**src/rtl/core/trd_pkg.sv**
```systemverilog
// Shared types and constants of the touch report decoder.
package trd_pkg;

	localparam int BUFFER_BYTES_DEF = 32;
	localparam int SLOT_LIMIT_DEF   = 10;

	localparam logic [11:0] MASK_BITS   = 12'h3FF;
	localparam logic [11:0] HIGH_NIBBLE = 12'hF00;

	localparam logic [3:0] FINGER_COUNT_RST = 4'd10;

	typedef enum logic [1:0] {
		CFG_FINGER_COUNT = 2'd0,
		CFG_ID_OFFSET_EN = 2'd1,
		CFG_ID_BASE      = 2'd2
	} cfg_idx_t;

	typedef enum logic [1:0] {
		EV_CONTACT   = 2'd0,
		EV_LIFT      = 2'd1,
		EV_FRAME_END = 2'd2
	} ev_kind_t;

	typedef enum logic [2:0] {
		B_IDLE,
		B_SLOT,
		B_RX,
		B_RY,
		B_CT,
		B_END
	} back_state_t;

	typedef struct packed {
		logic [3:0] finger_count;
		logic       id_offset_enable;
		logic [9:0] id_base;
	} cfg_t;

	typedef struct packed {
		ev_kind_t    event_kind;
		logic [10:0] tracking_id;
		logic [11:0] pos_x;
		logic [11:0] pos_y;
		logic        last_result;
	} result_t;

endpackage

```
**src/rtl/core/trd_front.sv**
```systemverilog
// Front end: byte intake, double-banked packet buffer, request building.
module trd_front import trd_pkg::*; #(
	parameter int BUFFER_BYTES = BUFFER_BYTES_DEF,
	parameter int SLOT_LIMIT   = SLOT_LIMIT_DEF,
	localparam int OFFS_W = $clog2(BUFFER_BYTES),
	localparam int LEN_W  = OFFS_W + 1,
	localparam int ADDR_W = OFFS_W + 1
) (
	input  logic                  clk,
	input  logic                  arst_n,
	input  logic                  in_valid,
	output logic                  in_ready,
	input  logic [7:0]            in_byte,
	input  logic                  in_last,
	output logic                  push,
	output logic [SLOT_LIMIT-1:0] job_mask,
	output logic [LEN_W-1:0]      job_len,
	input  logic                  done,
	input  logic [ADDR_W-1:0]     rd_addr,
	output logic [7:0]            rd_data
);

	logic [7:0]       mem [0:(1 << ADDR_W)-1];
	logic [7:0]       rd_data_q;
	logic [LEN_W-1:0] len_q, len_n;
	logic             ovf_q, ovf_n;
	logic [7:0]       b0_q, b1_q, b0_n, b1_n;
	logic             wbank_q;
	logic [1:0]       pend_q;
	logic             acc, store;
	logic [11:0]      mask12;

	assign in_ready = (pend_q != 2'd2);
	assign acc      = in_valid && in_ready;
	assign store    = (len_q < LEN_W'(BUFFER_BYTES));

	always_comb begin
		b0_n  = b0_q;
		b1_n  = b1_q;
		len_n = len_q;
		if (acc && store) begin
			len_n = len_q + LEN_W'(1);
			if (len_q == LEN_W'(0))
				b0_n = in_byte;
			if (len_q == LEN_W'(1))
				b1_n = in_byte;
		end
		ovf_n    = ovf_q || (acc && !store);
		push     = acc && in_last && !ovf_n;
		mask12   = ({b1_n, 4'h0} | {4'h0, b0_n}) & MASK_BITS;
		job_mask = mask12[SLOT_LIMIT-1:0];
		job_len  = len_n;
	end

	always_ff @(posedge clk or negedge arst_n) begin
		if (!arst_n) begin
			len_q   <= '0;
			ovf_q   <= 1'b0;
			b0_q    <= '0;
			b1_q    <= '0;
			wbank_q <= 1'b0;
			pend_q  <= '0;
		end else begin
			if (acc && in_last) begin
				len_q <= '0;
				ovf_q <= 1'b0;
				b0_q  <= '0;
				b1_q  <= '0;
			end else begin
				len_q <= len_n;
				ovf_q <= ovf_n;
				b0_q  <= b0_n;
				b1_q  <= b1_n;
			end
			if (push)
				wbank_q <= ~wbank_q;
			if (push && !done)
				pend_q <= pend_q + 2'd1;
			else if (!push && done)
				pend_q <= pend_q - 2'd1;
		end
	end

	always_ff @(posedge clk) begin
		if (acc && store)
			mem[{wbank_q, len_q[OFFS_W-1:0]}] <= in_byte;
		rd_data_q <= mem[rd_addr];
	end

	assign rd_data = rd_data_q;

endmodule

```
**src/rtl/core/trd_jobq.sv**
```systemverilog
// Two-entry request queue between front and back.
module trd_jobq #(
	parameter int W = 8
) (
	input  logic         clk,
	input  logic         arst_n,
	input  logic         push,
	input  logic [W-1:0] push_data,
	input  logic         pop,
	output logic [W-1:0] head,
	output logic         empty
);

	logic [W-1:0] ent_q [2];
	logic         wp_q, rp_q;
	logic [1:0]   cnt_q;

	assign empty = (cnt_q == 2'd0);
	assign head  = ent_q[rp_q];

	always_ff @(posedge clk or negedge arst_n) begin
		if (!arst_n) begin
			wp_q  <= 1'b0;
			rp_q  <= 1'b0;
			cnt_q <= '0;
		end else begin
			if (push)
				wp_q <= ~wp_q;
			if (pop)
				rp_q <= ~rp_q;
			if (push && !pop)
				cnt_q <= cnt_q + 2'd1;
			else if (pop && !push)
				cnt_q <= cnt_q - 2'd1;
		end
	end

	always_ff @(posedge clk) begin
		if (push)
			ent_q[wp_q] <= push_data;
	end

endmodule

```
**src/rtl/core/trd_back.sv**
```systemverilog
// Back end: walks finger slots of one request and issues result items.
module trd_back import trd_pkg::*; #(
	parameter int BUFFER_BYTES = BUFFER_BYTES_DEF,
	parameter int SLOT_LIMIT   = SLOT_LIMIT_DEF,
	localparam int OFFS_W = $clog2(BUFFER_BYTES),
	localparam int LEN_W  = OFFS_W + 1,
	localparam int ADDR_W = OFFS_W + 1,
	localparam int SLOT_W = $clog2(SLOT_LIMIT + 1),
	localparam int IDX_W  = (SLOT_LIMIT > 1) ? $clog2(SLOT_LIMIT) : 1
) (
	input  logic                        clk,
	input  logic                        arst_n,
	input  cfg_t                        cfg,
	input  logic                        q_empty,
	input  logic [SLOT_LIMIT+LEN_W-1:0] q_head,
	output logic                        pop,
	output logic                        done,
	output logic [ADDR_W-1:0]           rd_addr,
	input  logic [7:0]                  rd_data,
	output logic                        ev_valid,
	input  logic                        ev_ready,
	output result_t                     ev
);

	back_state_t           st_q, st_d;
	logic [SLOT_LIMIT-1:0] mask_q, down_q;
	logic [LEN_W-1:0]      len_q;
	logic [SLOT_W-1:0]     i_q;
	logic [OFFS_W-1:0]     rec_q, rd_off;
	logic                  rbank_q, ok_q;
	logic [7:0]            hi_q, xlo_q, rbyte;
	logic [3:0]            cnt;
	logic [IDX_W-1:0]      idx;
	logic [10:0]           id;
	logic                  adv, set_down, clr_down;

	assign cnt   = (cfg.finger_count > 4'(SLOT_LIMIT)) ? 4'(SLOT_LIMIT) : cfg.finger_count;
	assign idx   = i_q[IDX_W-1:0];
	assign id    = cfg.id_offset_enable ? (11'(cfg.id_base) + 11'(i_q)) : 11'(i_q);
	assign rbyte = ok_q ? rd_data : 8'h00;
	assign rd_addr = {rbank_q, rd_off};

	always_comb begin
		st_d     = st_q;
		pop      = 1'b0;
		done     = 1'b0;
		ev_valid = 1'b0;
		ev       = '0;
		rd_off   = rec_q;
		adv      = 1'b0;
		set_down = 1'b0;
		clr_down = 1'b0;
		case (st_q)
			B_IDLE: begin
				if (!q_empty) begin
					pop  = 1'b1;
					st_d = B_SLOT;
				end
			end
			B_SLOT: begin
				if (4'(i_q) >= cnt) begin
					st_d = B_END;
				end else if (mask_q[idx]) begin
					st_d = B_RX;
				end else if (down_q[idx]) begin
					ev_valid       = 1'b1;
					ev.event_kind  = EV_LIFT;
					ev.tracking_id = id;
					if (ev_ready) begin
						clr_down = 1'b1;
						adv      = 1'b1;
					end
				end else begin
					adv = 1'b1;
				end
			end
			B_RX: begin
				rd_off = rec_q + OFFS_W'(1);
				st_d   = B_RY;
			end
			B_RY: begin
				rd_off = rec_q + OFFS_W'(2);
				st_d   = B_CT;
			end
			B_CT: begin
				rd_off         = rec_q + OFFS_W'(2);
				ev_valid       = 1'b1;
				ev.event_kind  = EV_CONTACT;
				ev.tracking_id = id;
				ev.pos_x       = ({hi_q, 4'h0} & HIGH_NIBBLE) | {4'h0, xlo_q};
				ev.pos_y       = (12'({hi_q, 8'h00}) & HIGH_NIBBLE) | {4'h0, rbyte};
				if (ev_ready) begin
					set_down = 1'b1;
					adv      = 1'b1;
					st_d     = B_SLOT;
				end
			end
			B_END: begin
				ev_valid       = 1'b1;
				ev.event_kind  = EV_FRAME_END;
				ev.last_result = 1'b1;
				if (ev_ready) begin
					done = 1'b1;
					st_d = B_IDLE;
				end
			end
			default: st_d = B_IDLE;
		endcase
	end

	always_ff @(posedge clk or negedge arst_n) begin
		if (!arst_n) begin
			st_q    <= B_IDLE;
			down_q  <= '0;
			rbank_q <= 1'b0;
			i_q     <= '0;
		end else begin
			st_q <= st_d;
			if (pop)
				i_q <= '0;
			else if (adv)
				i_q <= i_q + SLOT_W'(1);
			if (set_down)
				down_q[idx] <= 1'b1;
			if (clr_down)
				down_q[idx] <= 1'b0;
			if (done)
				rbank_q <= ~rbank_q;
		end
	end

	always_ff @(posedge clk) begin
		if (pop) begin
			mask_q <= q_head[SLOT_LIMIT+LEN_W-1:LEN_W];
			len_q  <= q_head[LEN_W-1:0];
			rec_q  <= OFFS_W'(2);
		end else if (set_down) begin
			rec_q <= rec_q + OFFS_W'(3);
		end
		ok_q <= ({1'b0, rd_off} < len_q);
		if (st_q == B_RX)
			hi_q <= rbyte;
		if (st_q == B_RY)
			xlo_q <= rbyte;
	end

endmodule

```
**src/rtl/core/touch_report_decoder.sv**
```systemverilog
// Top level of the touch report decoder.
//
// Report bytes enter on the s_ stream, one per request, s_tlast on the
// final byte. Non-final bytes produce nothing. The final byte hands the
// packet to the slot walker, which emits on the m_ stream one contact or
// lifted-slot item per affected slot, then a frame-end item with m_tlast.
// An overlong packet is dropped with no output.
// A byte is taken whenever s_tvalid and s_tready are both high. The final
// byte's request passes through the request queue to the idle walker. Each
// contact walks B_SLOT, B_RX, B_RY and B_CT (three reads of the packet
// buffer), each lifted or idle slot B_SLOT only, and the frame end B_END.
// The buffer has two banks, so the next packet is taken while the previous
// one drains; s_tready drops only while two packets wait.
// A stalled m_tready holds the output register and the walker; bytes keep
// arriving until both banks are taken.
// Reset clears all counters, the finger-down bits and the registers
// (finger_count 10, offset off, id_base 0). Configure only while idle.
module touch_report_decoder import trd_pkg::*; #(
	parameter int BUFFER_BYTES = BUFFER_BYTES_DEF,
	parameter int SLOT_LIMIT   = SLOT_LIMIT_DEF
) (
	input  logic        clk,
	input  logic        arst_n,
	input  logic        s_tvalid,
	output logic        s_tready,
	input  logic [7:0]  s_tdata,   // data_byte
	input  logic        s_tlast,   // last_byte
	output logic        m_tvalid,
	input  logic        m_tready,
	output logic [39:0] m_tdata,   // tracking_id, pos_x, pos_y, zero pad
	output logic [1:0]  m_tuser,   // event_kind
	output logic        m_tlast,   // last_result
	input  logic        cfg_we,
	input  logic [1:0]  cfg_index,
	input  logic [9:0]  cfg_data
);

	localparam int OFFS_W = $clog2(BUFFER_BYTES);
	localparam int LEN_W  = OFFS_W + 1;
	localparam int ADDR_W = OFFS_W + 1;
	localparam int JOB_W  = SLOT_LIMIT + LEN_W;

	cfg_t                  cfg_q;
	logic                  push, pop, done, q_empty;
	logic [SLOT_LIMIT-1:0] job_mask;
	logic [LEN_W-1:0]      job_len;
	logic [JOB_W-1:0]      q_head;
	logic [ADDR_W-1:0]     rd_addr;
	logic [7:0]            rd_data;
	logic                  ev_valid, ev_ready;
	result_t               ev;
	logic                  m_tvalid_q;
	result_t               out_q;

	always_ff @(posedge clk or negedge arst_n) begin
		if (!arst_n) begin
			cfg_q.finger_count     <= FINGER_COUNT_RST;
			cfg_q.id_offset_enable <= 1'b0;
			cfg_q.id_base          <= '0;
		end else if (cfg_we) begin
			case (cfg_index)
				CFG_FINGER_COUNT: cfg_q.finger_count     <= cfg_data[3:0];
				CFG_ID_OFFSET_EN: cfg_q.id_offset_enable <= cfg_data[0];
				CFG_ID_BASE:      cfg_q.id_base          <= cfg_data;
				default: ;
			endcase
		end
	end

	trd_front #(
		.BUFFER_BYTES(BUFFER_BYTES),
		.SLOT_LIMIT  (SLOT_LIMIT)
	) u_front (
		.clk      (clk),
		.arst_n   (arst_n),
		.in_valid (s_tvalid),
		.in_ready (s_tready),
		.in_byte  (s_tdata),
		.in_last  (s_tlast),
		.push     (push),
		.job_mask (job_mask),
		.job_len  (job_len),
		.done     (done),
		.rd_addr  (rd_addr),
		.rd_data  (rd_data)
	);

	trd_jobq #(
		.W(JOB_W)
	) u_jobq (
		.clk       (clk),
		.arst_n    (arst_n),
		.push      (push),
		.push_data ({job_mask, job_len}),
		.pop       (pop),
		.head      (q_head),
		.empty     (q_empty)
	);

	trd_back #(
		.BUFFER_BYTES(BUFFER_BYTES),
		.SLOT_LIMIT  (SLOT_LIMIT)
	) u_back (
		.clk      (clk),
		.arst_n   (arst_n),
		.cfg      (cfg_q),
		.q_empty  (q_empty),
		.q_head   (q_head),
		.pop      (pop),
		.done     (done),
		.rd_addr  (rd_addr),
		.rd_data  (rd_data),
		.ev_valid (ev_valid),
		.ev_ready (ev_ready),
		.ev       (ev)
	);

	assign ev_ready = !m_tvalid_q || m_tready;

	always_ff @(posedge clk or negedge arst_n) begin
		if (!arst_n)
			m_tvalid_q <= 1'b0;
		else if (ev_ready)
			m_tvalid_q <= ev_valid;
	end

	always_ff @(posedge clk) begin
		if (ev_ready && ev_valid)
			out_q <= ev;
	end

	assign m_tvalid = m_tvalid_q;
	assign m_tdata  = {5'b0, out_q.pos_y, out_q.pos_x, out_q.tracking_id};
	assign m_tuser  = out_q.event_kind;
	assign m_tlast  = out_q.last_result;

endmodule

```
**config.mk**
```make
export PLATFORM = sky130hd
export DESIGN_NAME = touch_report_decoder
export DESIGN_NICKNAME = d
export VERILOG_FILES = /design/src/rtl/core/trd_pkg.sv /design/src/rtl/core/trd_front.sv /design/src/rtl/core/trd_jobq.sv /design/src/rtl/core/trd_back.sv /design/src/rtl/core/touch_report_decoder.sv
export SDC_FILE = /design/constraint.sdc
export NUM_CORES = 1
export LEC_CHECK = 0
export BUFFER_PORTS_ARGS = -buffer_cell sky130_fd_sc_hd__buf_2
export CAP_MARGIN = 20
export CORE_ASPECT_RATIO = 1.25
export CORE_UTILIZATION = 45
export CTS_BUF_LIST = sky130_fd_sc_hd__clkbuf_16
export DETAILED_ROUTE_END_ITERATION = 10
export PLACE_DENSITY = 0.64
export SKIP_CTS_REPAIR_TIMING = 1
export SYNTH_ARGS = -nofsm -noshare
export SYNTH_HDL_FRONTEND = slang
export SYNTH_SLANG_ARGS = --single-unit
```
**constraint.sdc**
```tcl
create_clock -name clk -period 5.2 [get_ports clk]
set_input_delay 1.04 -clock clk [delete_from_list [all_inputs] [get_ports clk]]
set_output_delay 1.04 -clock clk [all_outputs]
set_load 0.05 [all_outputs]
```
After elaboration in Yosys (flattened, before gate mapping)
Memories as Yosys holds them, arrays and structs flattened. A register that Yosys moved wholly into a read port is not among the register bits.
Cells that the tools add are included.
Widths: inputs -> output; s select.
{ "totals": {"memories": 2, "elab_cells": 159, "mem_bits_rw": 544, "regBits": 124} }
{ "memory_table": {"columns": ["name", "words", "word_bits", "rd", "rd_ports_with_merged_regs", "write_ports", "line", "rtl"], "rows": [
  ["u_front.mem", 64, 8, 1, 1, 1, "trd_front.sv:23", "logic [7:0] mem [0:(1 << ADDR_W)-1];"],
  ["u_jobq.ent_q", 2, 16, 1, 1, 1, "trd_jobq.sv:14", "logic [W-1:0] ent_q [2];"]
]} }
{ "op_classes": {"magnitude_cmp": 6, "bitwise": 10, "addsub": 10, "reduce_logical": 32, "muxes": 60, "n_eq_ne": 13} }
{ "ops": {"columns": ["operator", "count"], "rows": [
  ["$mux 8", 7],
  ["$mux 13", 2],
  ["$mux 1", 24],
  ["$or 12x8->12", 2],
  ["$pmux 11 s2", 1],
  ["$mux 10", 2],
  ["$pmux 3 s6", 1],
  ["$mux 3", 5],
  ["$mux 12", 1],
  ["$mux 4", 3],
  ["$mux 6", 2],
  ["$add 10x4->11", 1],
  ["$logic_and 1x1->1", 11],
  ["$mux 11", 1],
  ["$add 5x2->5 const B", 2],
  ["$and 10x10->10", 1],
  ["$not 10->10", 1],
  ["$or 10x10->10", 1],
  ["$or 10x8->10", 1],
  ["$pmux 5 s2", 1],
  ["$bmux 1 s4", 2],
  ["$mux 2", 4],
  ["$ne 2x2->1 const B", 4],
  ["$add 6x1->6 const B", 1],
  ["30 further kinds", 50]
]} }

Logic depth before layout (Yosys ltp)
Gate-level depths: netlist of run 1.
{ "logic_depth": {"word_depth": 10, "depth_mapped": 16} }

Hierarchy
From an unflattened synthesis of run 1, not the netlist that was laid out.
{ "unflattened": {"hier_cells": 1503, "area_unflattened_um2": 27874.2} }
{ "by_module_without_submodules": {"columns": ["mod", "n_inst", "cells_per_inst", "seq_area_each_um2", "area_per_inst_um2"], "rows": [
  ["trd_front", 1, 1023, 16135.5, 21244.1],
  ["trd_back", 1, 333, 1531.5, 3388.2],
  ["touch_report_decoder", 1, 82, 1544.0, 1855.5],
  ["trd_jobq", 1, 65, 1061.0, 1386.3]
]} }

Worst setup path after synthesis of run 1
Ideal clock, no wire load.
{ "synth_timing": {"path_type": "register to register", "start": "register cfg_q[12] (netlist bit)", "end": "register out_q, in the netlist m_tdata[0] (enable)", "required_ps": 4756, "slack_ps": 662, "stages_incl_launch_ff": 11, "period_less_slack_ps": 4538, "setup_ps": 444, "arrival_ps": 4094, "cell_sequence": "dfstp_2 o21ai_0 and2_1 ha_1 nand2b_1 a21o_1 a21o_1 a21o_1 or4b_1 buf_2 a21oi_1"} }
{ "synth_between": {"elab_chain_len": 6} }
{ "synth_rtl": {"columns": ["element", "line", "rtl"], "rows": [
  ["start, declared", "touch_report_decoder.sv:43", "cfg_t cfg_q;"],
  ["$gt 4x4->1", "trd_back.sv:37", "assign cnt = (cfg.finger_count > 4'(SLOT_LIMIT)) ? 4'(SLOT_LIMIT) : cfg.finger_count;"],
  ["$mux 4 *", "trd_back.sv:37", null],
  ["$ge 4x4->1 *", "trd_back.sv:61", "if (4'(i_q) >= cnt) begin"],
  ["$mux 1 *", "trd_back.sv:61", null],
  ["$pmux 1 s2 *", "trd_back.sv:53", "case (st_q)"],
  ["$logic_and 1x1->1 *", "touch_report_decoder.sv:128", "if (ev_ready && ev_valid)"],
  ["end signal, assigned", "touch_report_decoder.sv:129", "out_q <= ev;"],
  ["end, declared", "touch_report_decoder.sv:53", "result_t out_q;"]
]} }
Mark *: on every way between the ends. The rest lies on a longest branch, timed or not.
A chain may end at the register's enable or synchronous reset.

Final worst setup path of run 1
{ "layout_timing": {"start": "register u_back.rec_q[0]", "end": "register u_front.rd_data_q[5], in the netlist u_front.rd_data[5] (read register of u_front.mem)"} }
{ "layout_between": {"elab_chain_len": 2} }
{ "layout_rtl": {"columns": ["element", "line", "rtl"], "rows": [
  ["start, declared", "trd_back.sv:29", "logic [OFFS_W-1:0] rec_q, rd_off;"],
  ["start signal, assigned", "trd_back.sv:138", "rec_q <= rec_q + OFFS_W'(3);"],
  ["$add 5x2->5 / $add 5x1->5 (equally long branches)", "trd_back.sv:82, trd_back.sv:86, trd_back.sv:78", null],
  ["$pmux 5 s2 *", "trd_back.sv:53", null],
  ["end, declared", "trd_front.sv:24", "logic [7:0] rd_data_q;"]
]} }
Marked as above.

==> results of run 1 <==
-- metal layers --
layer	share of wire, %	vias to the layer above
met5	0.019	-
met4	3.7	2
met1	40	8627
met2	49	738
li1	-	7928
met3	7.2	133
-- worst max-delay path: stages (launching register included) --
cell and delay (ns):
dfxtp_1 0.55, inv_1 0.16, ha_1 0.33, nor2b_1 0.13, a2111oi_0 0.36, buf_4 0.18
or2_4 0.32, clkinv_2 0.14, buf_12 0.22, buf_4 0.27, and3_1 0.19, a31oi_1 0.19
o21ai_0 0.10, o311ai_0 0.59, o211a_1 0.25
-- power breakdown --
part           internal [mW]  switching [mW]  leakage (nW)
logic                   2.02            4.43          3.79
clock network           2.94            2.06          1.19
registers               6.71           0.364          6.45
-- state kept, by name (all words and copies together), names as in the netlist, 2 cells and up --
name             flops
u_back.down_q       10
u_front.b0_q         8
u_back.len_q         6
u_back.hi_q          8
u_jobq.cnt_q         2
u_back.xlo_q         8
u_front.pend_q       2
u_front.len_q        6
u_back.i_q           4
u_back.st_q          3
u_jobq.ent_q        32
u_back.rec_q         5
u_front.rd_data      8
cfg_q               15
u_back.mask_q       10
u_front.mem        512
u_front.b1_q         6
m_tdata             35
m_tuser              2
-- final cells by class --
class | count | area [um2] | area share, %
clock buffers | 73 | 1830 | 5.76
clock inverters | 53 | 447 | 1.41
inverters | 27 | 108 | 0.339
multi-input cells | 1313 | 7390 | 23.3
flip-flops and latches | 689 | 20200 | 63.8
well taps | 832 | 1040 | 3.28
repair buffers | 105 | 676 | 2.13
-- metrics by stage --
stage | area [um2] | setup slack (ns) | power (mW) | hold slack (ns) | instances
floorplan | 28300 | 0.662 | 11.5 | 0.407 | 2155
CTS | 31700 | 1.18 | 18.6 | 0.386 | 3091
global placement | 29400 | 1.20 | 13.5 | 0.455 | 2965
finish | 31700 | 1.13 | 18.5 | 0.396 | 3092
global route | 31700 | 0.934 | 19.4 | 0.429 | 3092
detailed placement | 29400 | 1.24 | 13.6 | 0.467 | 2965
-- cell families after synthesis --
| family | Yosys count | synth area share [%] |
|---|---|---|
| other cells | 1 | 0.0133 |
| flops | 689 | 71.6 |
| fa+ha+maj | 26 | 1.18 |
| buf+inv | 153 | 2.45 |
| mux | 70 | 3.44 |
| compound gates | 205 | 4.85 |
| simple gates | 979 | 15.5 |
| xor+xnor | 28 | 0.960 |
-- how the worst max path moves through the flow --
stage / start / endpoint / slack (ns) / cells past startpoint
final: u_back.rec_q[0] / u_front.rd_data[5] / 1.13 / 14
after global routing: u_back.rec_q[0] / u_front.rd_data[5] / 0.93 / 14
after CTS: u_back.rec_q[0] / u_front.rd_data[5] / 1.18 / 14
after detailed placement: u_back.st_q[0] / u_front.rd_data[6] / 1.24 / 11
after global placement: u_back.rec_q[0] / u_front.rd_data[5] / 1.20 / 14
after floorplan: cfg_q[12] / m_tdata[0] / 0.66 / 10
-- cell usage after synthesis (3+ instances only) --
library cell / n / area, um2
nor3_1: 6 / 30.0
buf_4: 8 / 60.1
a211oi_1: 9 / 67.6
and2_1: 50 / 313
o211ai_1: 4 / 30.0
a31oi_1: 29 / 181
or4_1: 7 / 52.6
edfxtp_1: 613 / 18400
nand3b_1: 8 / 60.1
buf_2: 48 / 240
nand3_1: 215 / 1080
or3_1: 7 / 43.8
ha_1: 25 / 313
o211a_1: 7 / 70.1
mux4_2: 18 / 405
clkbuf_1: 53 / 199
xor2_1: 8 / 70.1
nand2b_1: 9 / 56.3
dfxtp_1: 14 / 280
mux2i_1: 14 / 140
mux2_2: 38 / 428
dfrtp_1: 60 / 1500
buf_6: 3 / 33.8
nand2_1: 498 / 1870
o311ai_1: 6 / 52.6
and3_1: 43 / 269
nor2b_1: 7 / 43.8
inv_2: 3 / 11.3
o21ai_0: 27 / 135
a311oi_1: 32 / 280
o21bai_1: 5 / 37.5
nor2_1: 111 / 417
buf_1: 14 / 52.6
a21oi_1: 62 / 310
xnor2_1: 18 / 158
inv_1: 23 / 86.3
a21o_1: 4 / 30.0
==> metrics.md, run 1 <==
| Metric | Value |
|---|---|
| Vias in the first global route | about 17000 |
| Mean Syn Cell Area | 13.1 um2 |
| Met1 usage | between 20% and 30% |
| Initial DRT Pass Iterations | 7 |
| Met3 usage | under 10% |
| # H-tree levels | 3 |
| Drc violations | 0 |
| Diode count | 0 |
| Sum Neg Setup Slack | 0 ns |
| Io pins | 71 |
| RSZ-0062 raised after global routing | false |
| Worst clock skew | 0.0216 ns |
| Top Usage Layer GRT | met2 |
| Die ar. | between 0.06 and 0.07 mm2 |
| Grt total ovfl | 0 |
| First-pass GRT wire length | 103000 um |
| EDFF count, synth | 613 |
| CP Capture Type | flop |
| Final min period | between 4 and 5 ns |
| Mapped cell area | 0.0283 mm2 |
| Crit Reg-Reg Startpoint | u_back.rec_q[0] |
| Synthesized flop and latch total | a little under 700 |
| CP Max Fanout | 50 |
| Initial antenna violation count | 2 |
| Initial core utilization | between 40% and 50% |
| ANT nets after route | 0 |
| Highest Clock Rate | 0.246 GHz |
| Initial DRC Count | 1607 |
| Core footprint | around 0.062 mm2 |
| Row count | 102 |
| Cell leakage power | around 11 nW |
| Maximum clock insertion buffer count | 3 |
| GRT Total Usage | a little over a fifth |
| Met2 Track Usage GR | a little over a third |
| Port buffer count | 65 |
| Slew headroom | 26.3% |
| Clock slew at reported path FFs | 0.06 ns |
| Most common cell after layout, fill and taps aside | edfxtp_1 |
| Die width | approximately 230 um |
| Ys async rst share | about 9.0% |
| Die Span Y | between 200 and 300 um |
| Type of origin of the critical path | flop |
| Crit Path Class | reg -> reg |
| Outcome | complete, no violations |
| Max-slew violations | 0 |
| R2r endpoint | u_front.rd_data[5] |
| Via density | between 5 and 6 |
| Final GP Congestion | just under 0.9 |
| Largest net degree at the start of global routing | 97 |
| Area grow syn2layout | 12.2% |
| Most common flop cell mapped by yosys | edfxtp_1 |
| Wire per inst | ~22 um |
| Maxcap violations | 0 |
| R2r setup slk | 1.13 ns |
| Final Hold Fails | 0 |
| PD cells | around 600 mW/mm2 |
| CTS buffer count | 70 |
| Share of cells above drive strength 1 | 12.4% |
| Clock Sinks | 689 |
| Root Driver | clkbuf_16 |
| Nets | 2258 |
| Clock latency on the worst-skew pair | just over 0.6 ns |
| Final cycle utilization of the critical path | around four fifths |
| Vias | between 15000 and 20000 |
| Final setup fails | 0 |
| Filler cell count | ~5300 |
| Crit path DAT | between 4 and 5 ns |
| Detail Placement HPWL | around 42000 um |
| HP Class | in -> async |
| TritonCTS clock tree | done |
| Routed Wire Length | 68200 um |
| Distinct cells, synth | 72 |
| VDD IR max | between 0.2 and 0.3 mV |
| Sequential area share after synthesis | between 70% and 80% |
| Most frequent cells in the layout | 613 x edfxtp_1, 498 x nand2_1, 215 x nand3_1 |
| Worst-Margin Slew | ~1.1 ns |
| Synth warnings | 0 |
| Mapped Cells | approximately 2200 |
| Reg2Reg Depth | 14 |
| Critical Path RT | ~5.8 ns |
| Util after Layout | ~51% |
Power figures use the tool's default switching activity.
==> inputs of run 2 (changes only) <==
ABC_AREA = 1   (was not set)
clock period = 4 ns   (was 5.2 ns; I/O delays follow)
==> run 2 against run 1 <==
Against the previous run:
- clock skew down 0.0028 ns
- sequential share of layout area is 2.9 points lower
- clock power increased by 25%
- critical endpoint is now u_back.down_q[6]
- largest cell class unchanged
- largest power group unchanged
==> metrics.md, run 2 <==
| Metric | Value |
|---|---|
| Max-slew violations | 0 (unchanged) |
| PD cells | 730 mW/mm2 (was 584 mW/mm2) |
| Critical Path RT | 4.44 ns (was 5.75 ns) |
| Cell taking the most area after synthesis | edfxtp_1 (unchanged) |
| Crit Path Class | reg -> reg (unchanged) |
| Final setup margin | 0.915 ns (was 1.13 ns) |
| Core footprint | 0.0645 mm2 (was 0.0620 mm2) |
| Cell leakage power | 13.4 nW (was 11.4 nW) |
| Yosys top cell area share | 62.5% (was 65.1%) |
| Initial antenna violation count | 0 (was 2) |
| Nets | 2876 (was 2258) |
| Most common flop cell mapped by yosys | edfxtp_1 (unchanged) |
| Final setup fails | 0 (unchanged) |
| Vias | 20132 (was 17428) |
| Largest cells by area after synthesis | edfxtp_1 62%, nand2_1 11%, nand3_1 9.1% (was edfxtp_1 65%, nand2_1 6.6%, dfrtp_1 5.3%) |
| Post-synthesis mux area share | 0.386% (was 3.44%) |
| Mean Syn Cell Area | 10.7 um2 (was 13.1 um2) |
| Drc violations | 0 (unchanged) |
| Root Driver | clkbuf_16 (unchanged) |
| Dpl ws | 0.644 ns (was 1.24 ns) |
| RSZ-0062 raised after global routing | false (unchanged) |
| Area grow syn2layout | 12.8% (was 12.2%) |
| Post-synthesis adder-cell area fraction | 1.13% (was 1.18%) |
| Sum Neg Setup Slack | 0 ns (unchanged) |
| Clock Sinks | 689 (unchanged) |
| Top-count cell post-synth | nand2_1 (was edfxtp_1) |
| Diode count | 0 (unchanged) |
| Dpl cells | 3600 (was 2965) |
| Wire per inst | 19.3 um (was 22.1 um) |
| Reg2Reg Depth | 10 (was 14) |
| Detail Placement HPWL | 44400 um (was 42300 um) |
| # H-tree levels | 3 (unchanged) |
| Largest net degree at the start of global routing | 145 (was 97) |
| Row count | 104 (was 102) |
| XOR/XNOR Fraction of Synth Area | 0.505% (was 0.960%) |
| Initial DRC Count | 1961 (was 1607) |
| Top cells by count, synth | 876 x nand2_1, 613 x edfxtp_1, 534 x nand3_1 (was 613 x edfxtp_1, 498 x nand2_1, 215 x nand3_1) |
| Synthesized flop and latch total | 689 (unchanged) |
| Die Span Y | 288 um (was 282 um) |
| Initial core utilization | 45.6% (about the same) |
| VDD IR max | 0.660 mV (was 0.296 mV) |
| Final cycle utilization of the critical path | 77.1% (was 78.2%) |
| Sequential area share after synthesis | 68.7% (was 71.6%) |
| Worst-Margin Slew | 0.994 ns (was 1.11 ns) |
| Mapped Cells | 2749 (was 2151) |
| CTS buffer count | 69 (was 70) |
| Crit path DAT | 3.53 ns (was 4.62 ns) |
| Initial DRT Pass Iterations | 5 (was 7) |
| Final Hold Fails | 0 (unchanged) |
| Worst clock skew | 0.0188 ns (was 0.0216 ns) |
| Final min period | 3.08 ns (was 4.07 ns) |
| CP Max Fanout | 16 (was 50) |
| Routed Wire Length | 72000 um (was 68200 um) |
| Vias in the first global route | 19830 (was 17049) |
| ANT nets after route | 0 (unchanged) |
| EDFF count, synth | 613 (unchanged) |
| Largest register FFs | 512 (unchanged) |
| Mapped cell area | 0.0295 mm2 (was 0.0283 mm2) |
| Most frequent cells in the layout | 874 x nand2_1, 613 x edfxtp_1, 534 x nand3_1 (was 613 x edfxtp_1, 498 x nand2_1, 215 x nand3_1) |
| Via density | 5.40 (was 5.64) |
| Tot Pwr | 24.3 mW (was 18.5 mW) |
| Clock slew at reported path FFs | 0.06 ns (about the same) |
| Type of origin of the critical path | flop (unchanged) |
| Die ar. | 0.0665 mm2 (was 0.0638 mm2) |
| Outcome | complete, no violations (unchanged) |
| Die width | 231 um (was 226 um) |
| Main combinational cell family by area after synthesis | simple AND/OR/NAND/NOR gates (unchanged) |
| First-pass GRT wire length | 112000 um (was 103000 um) |
| Synth warnings | 0 (unchanged) |
| Port buffer count | 65 (unchanged) |
| HP Class | in -> async (unchanged) |
| Share of cells above drive strength 1 | 9.45% (was 12.4%) |
| Ys async rst share | 9.00% (unchanged) |
| TritonCTS clock tree | done (unchanged) |
| Compound-gate portion of the synthesized area | 1.96% (was 4.85%) |
| Slew headroom | 33.8% (was 26.3%) |
| Grt total ovfl | 0 (unchanged) |
| Util after Layout | 51.5% (was 51.2%) |
| Clock latency on the worst-skew pair | 0.60 ns (was 0.62 ns) |
| GRT Total Usage | 21.9% (was 21.7%) |
| Maxcap violations | 0 (unchanged) |
| Synth Area in Simple Gates | 23.1% (was 15.5%) |
| Highest Clock Rate | 0.324 GHz (was 0.246 GHz) |
| Distinct cells, synth | 42 (was 72) |
| Final GP Congestion | 0.930 (was 0.896) |
| CP Capture Type | flop (unchanged) |
| Maximum clock insertion buffer count | 3 (unchanged) |
| Final std cells w/o fill | 3725 (was 3092) |
| Most common cell after layout, fill and taps aside | nand2_1 (was edfxtp_1) |
| Io pins | 71 (unchanged) |
run 2: changes by cell type after synthesis, sizes merged, moves of 19 or more:
| cell | change |
|---|---|
| inv | +100 |
| o21ai | +19 |
| a31oi | -28 |
| and2 | -51 |
| and3 | -43 |
| a311oi | -33 |
| nand3 | +321 |
| nand2 | +379 |
| nor2 | +60 |
| mux2 | -35 |
| a21oi | -22 |
| buf | +30 |
run 2: final timing paths:
kind / startpoint / end / slack, ns
worst max-delay path: u_back.i_q[0] / u_back.down_q[6] / 0.92
worst min-delay path: arst_n / cfg_q[7] / 0.35
min in group clk: cfg_data[7] / cfg_q[7] / 0.44
worst min register to register: u_front.pend_q[0] / u_front.pend_q[0] / 0.48
worst max register to register: u_back.i_q[0] / u_back.down_q[6] / 0.92
max in group asynchronous: arst_n / cfg_q[12] / 2.72
run 2: area by class of cell:
cell class,instances,area (um2)
repair buffers,159,1210
multi-input cells,1776,8050
well taps,848,1060
flip-flops and latches,689,20200
fillers,5694,31300
inverters,129,484
clock buffers,74,1850
clock inverters,50,320
run 2: cells by family (layout without fill, tap and decap cells):
family | Yosys count | in the layout
AO/OA/AOI/OAI | 106 | 106
multiplexers | 11 | 11
AND/OR/NAND/NOR | 1611 | 1611
buffers and inverters | 288 | 412
XOR/XNOR | 17 | 17
adder cells (fa/ha/maj) | 26 | 26
other | 1 | 5
flip-flops | 689 | 689
run 2: critical path, cell delays in order, from the launching register on:
cell	delay [ns]
dfrtp_1	0.65
inv_1	0.38
ha_1	0.39
nand4_1	0.09
nand3_1	0.13
nor2_1	0.17
nand3_1	0.12
inv_1	0.09
nand2_1	0.15
nor2_1	0.61
a21oi_1	0.15
run 2: through the flow:
stage,area (um2),hold WS (ns)
finish,33200,0.352
global route,33200,0.403
CTS,33200,0.365
detailed placement,31000,0.468
global placement,31000,0.460
floorplan,29500,0.410
run 2: power breakdown:
| part | internal [mW] | leakage, nW | switching [mW] | total (mW) |
|---|---|---|---|---|
| registers | 8.72 | 6.46 | 0.381 | 9.10 |
| logic | 2.45 | 5.82 | 6.47 | 8.92 |
| clock network | 3.58 | 1.13 | 2.65 | 6.23 |
| total | 14.8 | 13.4 | 9.50 | 24.3 |
run 2: metal layers:
metal | routed length (um) | global-route usage [%]
met2 | 35800 | 37.9
met1 | 29100 | 27.8
met3 | 4480 | 2.84
met4 | 2560 | 8.94
met5 | 0 | 0
==> inputs of run 3 (changes only) <==
clock period = 3.1 ns   (was 4 ns; I/O delays follow)
==> run 3 against run 2 <==
Against the previous run:
- cell count up 0.51%
- critical path depth up 6
- setup slack worse by 0.52 ns
- highest routed layer unchanged
==> metrics.md, run 3 (synthesized netlist as in run 2, its figures left out) <==
| Metric | Value |
|---|---|
| CP Max Fanout | 37 (was 16) |
| Vias | 20113 (was 20132) |
| Initial DRC Count | 1914 (was 1961) |
| Share of cells above drive strength 1 | 10.4% (was 9.45%) |
| Tot Pwr | 31.7 mW (was 24.3 mW) |
| Type of origin of the critical path | flop (unchanged) |
| HP Class | in -> async (unchanged) |
| Grt total ovfl | 0 (unchanged) |
| Core footprint | 0.0645 mm2 (unchanged) |
| Critical Path RT | 3.38 ns (was 4.44 ns) |
| Final GP Congestion | 0.891 (was 0.930) |
| Root Driver | clkbuf_16 (unchanged) |
| Cell leakage power | 13.5 nW (was 13.4 nW) |
| Row count | 104 (unchanged) |
| Clock slew at reported path FFs | 0.06 ns (about the same) |
| Crit path DAT | 2.99 ns (was 3.53 ns) |
| Slew headroom | 35.3% (was 33.8%) |
| Initial core utilization | 45.6% (unchanged) |
| Reg2Reg Depth | 16 (was 10) |
| ANT nets after route | 0 (unchanged) |
| Largest register FFs | 512 (unchanged) |
| Routed Wire Length | 71600 um (was 72000 um) |
| Port buffer count | 65 (unchanged) |
| Drc violations | 0 (unchanged) |
| First-pass GRT wire length | 111000 um (was 112000 um) |
| Die Span Y | 288 um (unchanged) |
| Maximum clock insertion buffer count | 3 (unchanged) |
| Largest net degree at the start of global routing | 100 (was 145) |
| Highest Clock Rate | 0.369 GHz (was 0.324 GHz) |
| Dpl cell area | 0.0312 mm2 (was 0.0310 mm2) |
| R2r setup slk | 0.39 ns (was 0.92 ns) |
| Fin area | 0.0334 mm2 (was 0.0332 mm2) |
| Nets | 2893 (was 2876) |
| Vias in the first global route | 19313 (was 19830) |
| Filler cell count | 5610 (was 5694) |
| Worst clock skew | 0.0280 ns (was 0.0188 ns) |
| Final Hold Fails | 0 (unchanged) |
| Area grow syn2layout | 13.5% (was 12.8%) |
| CP Capture Type | flop (unchanged) |
| Die ar. | 0.0665 mm2 (unchanged) |
| CTS buffer count | 68 (was 69) |
| Final setup fails | 0 (unchanged) |
| Clock latency on the worst-skew pair | 0.61 ns (was 0.60 ns) |
| Io pins | 71 (unchanged) |
| Final min period | 2.71 ns (was 3.08 ns) |
| TritonCTS clock tree | done (unchanged) |
| Initial DRT Pass Iterations | 7 (was 5) |
| Wire per inst | 19.1 um (was 19.3 um) |
| Sum Neg Setup Slack | 0 ns (unchanged) |
| Outcome | complete, no violations (unchanged) |
| Max-slew violations | 0 (unchanged) |
| GRT Total Usage | 21.8% (was 21.9%) |
| Crit Path Class | reg -> reg (unchanged) |
| VDD IR max | 0.611 mV (was 0.660 mV) |
| Crit Reg-Reg Startpoint | cfg_q[12] (was u_back.i_q[0]) |
| # H-tree levels | 3 (unchanged) |
| Clock Sinks | 689 (unchanged) |
| Initial antenna violation count | 0 (unchanged) |
| Maxcap violations | 0 (unchanged) |
| Die width | 231 um (unchanged) |
| Diode count | 0 (unchanged) |
| PD cells | 949 mW/mm2 (was 730 mW/mm2) |
| Final cycle utilization of the critical path | 87.3% (was 77.1%) |
| R2r endpoint | m_tdata[22] (was u_back.down_q[6]) |
| RSZ-0062 raised after global routing | false (unchanged) |
| Via density | 5.37 (was 5.40) |
| Most frequent cells in the layout | 874 x nand2_1, 613 x edfxtp_1, 534 x nand3_1 (unchanged) |
| Worst-Margin Slew | 0.970 ns (was 0.994 ns) |
| Detail Placement HPWL | 44300 um (was 44400 um) |
| Most common cell after layout, fill and taps aside | nand2_1 (unchanged) |
run 3: final cells by class:
cell class | count | area [um2] | share of cell area (%)
clock buffer | 71 | 1780 | 5.31
multi-input combinational | 1776 | 8050 | 24.1
timing repair buffer | 177 | 1400 | 4.20
clock inverter | 54 | 415 | 1.24
tap | 848 | 1060 | 3.17
sequential | 689 | 20200 | 60.6
inverter | 129 | 484 | 1.45
run 3: critical path, stage by stage (launching register included):
cell and delay [ns]:
dfstp_2 0.54, nand2_1 0.05, inv_1 0.04, nor2_1 0.03, nor2_1 0.13, nor2_1 0.06, ha_1 0.29, inv_1 0.06
o21bai_1 0.05, nand3_1 0.07, nand3_1 0.11, nor2_1 0.17, nand3_1 0.12, inv_1 0.09, nand2_1 0.14, a21oi_4 0.19
buf_12 0.23
run 3: per-stage QoR:
stage	std cells	setup slack, ns	hold slack (ns)	utilization [%]
after floorplan	2753	0.0938	0.324	-
after global placement	3619	0.293	0.452	48.4
after detailed placement	3619	0.294	0.447	48.4
after CTS	3744	0.383	0.0536	51.8
after global routing	3744	0.108	0.0818	51.8
final	3744	0.393	0.0468	51.8
run 3: metal layers:
layer	track usage [%]	routed length [um]	vias up
met4	8.08	2050	0
met3	3.31	4890	107
li1	-	-	9585
met5	0	0	-
met1	28.6	29100	9666
met2	36.7	35600	755
run 3: worst max path at each step:
stage | from | endpoint | slack, ns | cells after the start
after floorplan | u_front.pend_q[0] | u_front.mem[7][0] | 0.09 | 8
after global placement | s_tvalid | u_front.mem[7][4] | 0.29 | 10
after detailed placement | s_tvalid | u_front.mem[7][5] | 0.29 | 10
after CTS | cfg_q[12] | m_tdata[22] | 0.38 | 16
after global routing | u_back.st_q[1] | u_back.rec_q[4] | 0.11 | 8
final | cfg_q[12] | m_tdata[22] | 0.39 | 16
run 3: power breakdown:
group	switching, mW	internal, mW	leakage (nW)
clock	3.46	4.60	1.12
sequential	0.451	11.2	6.46
combinational	8.58	3.37	5.92
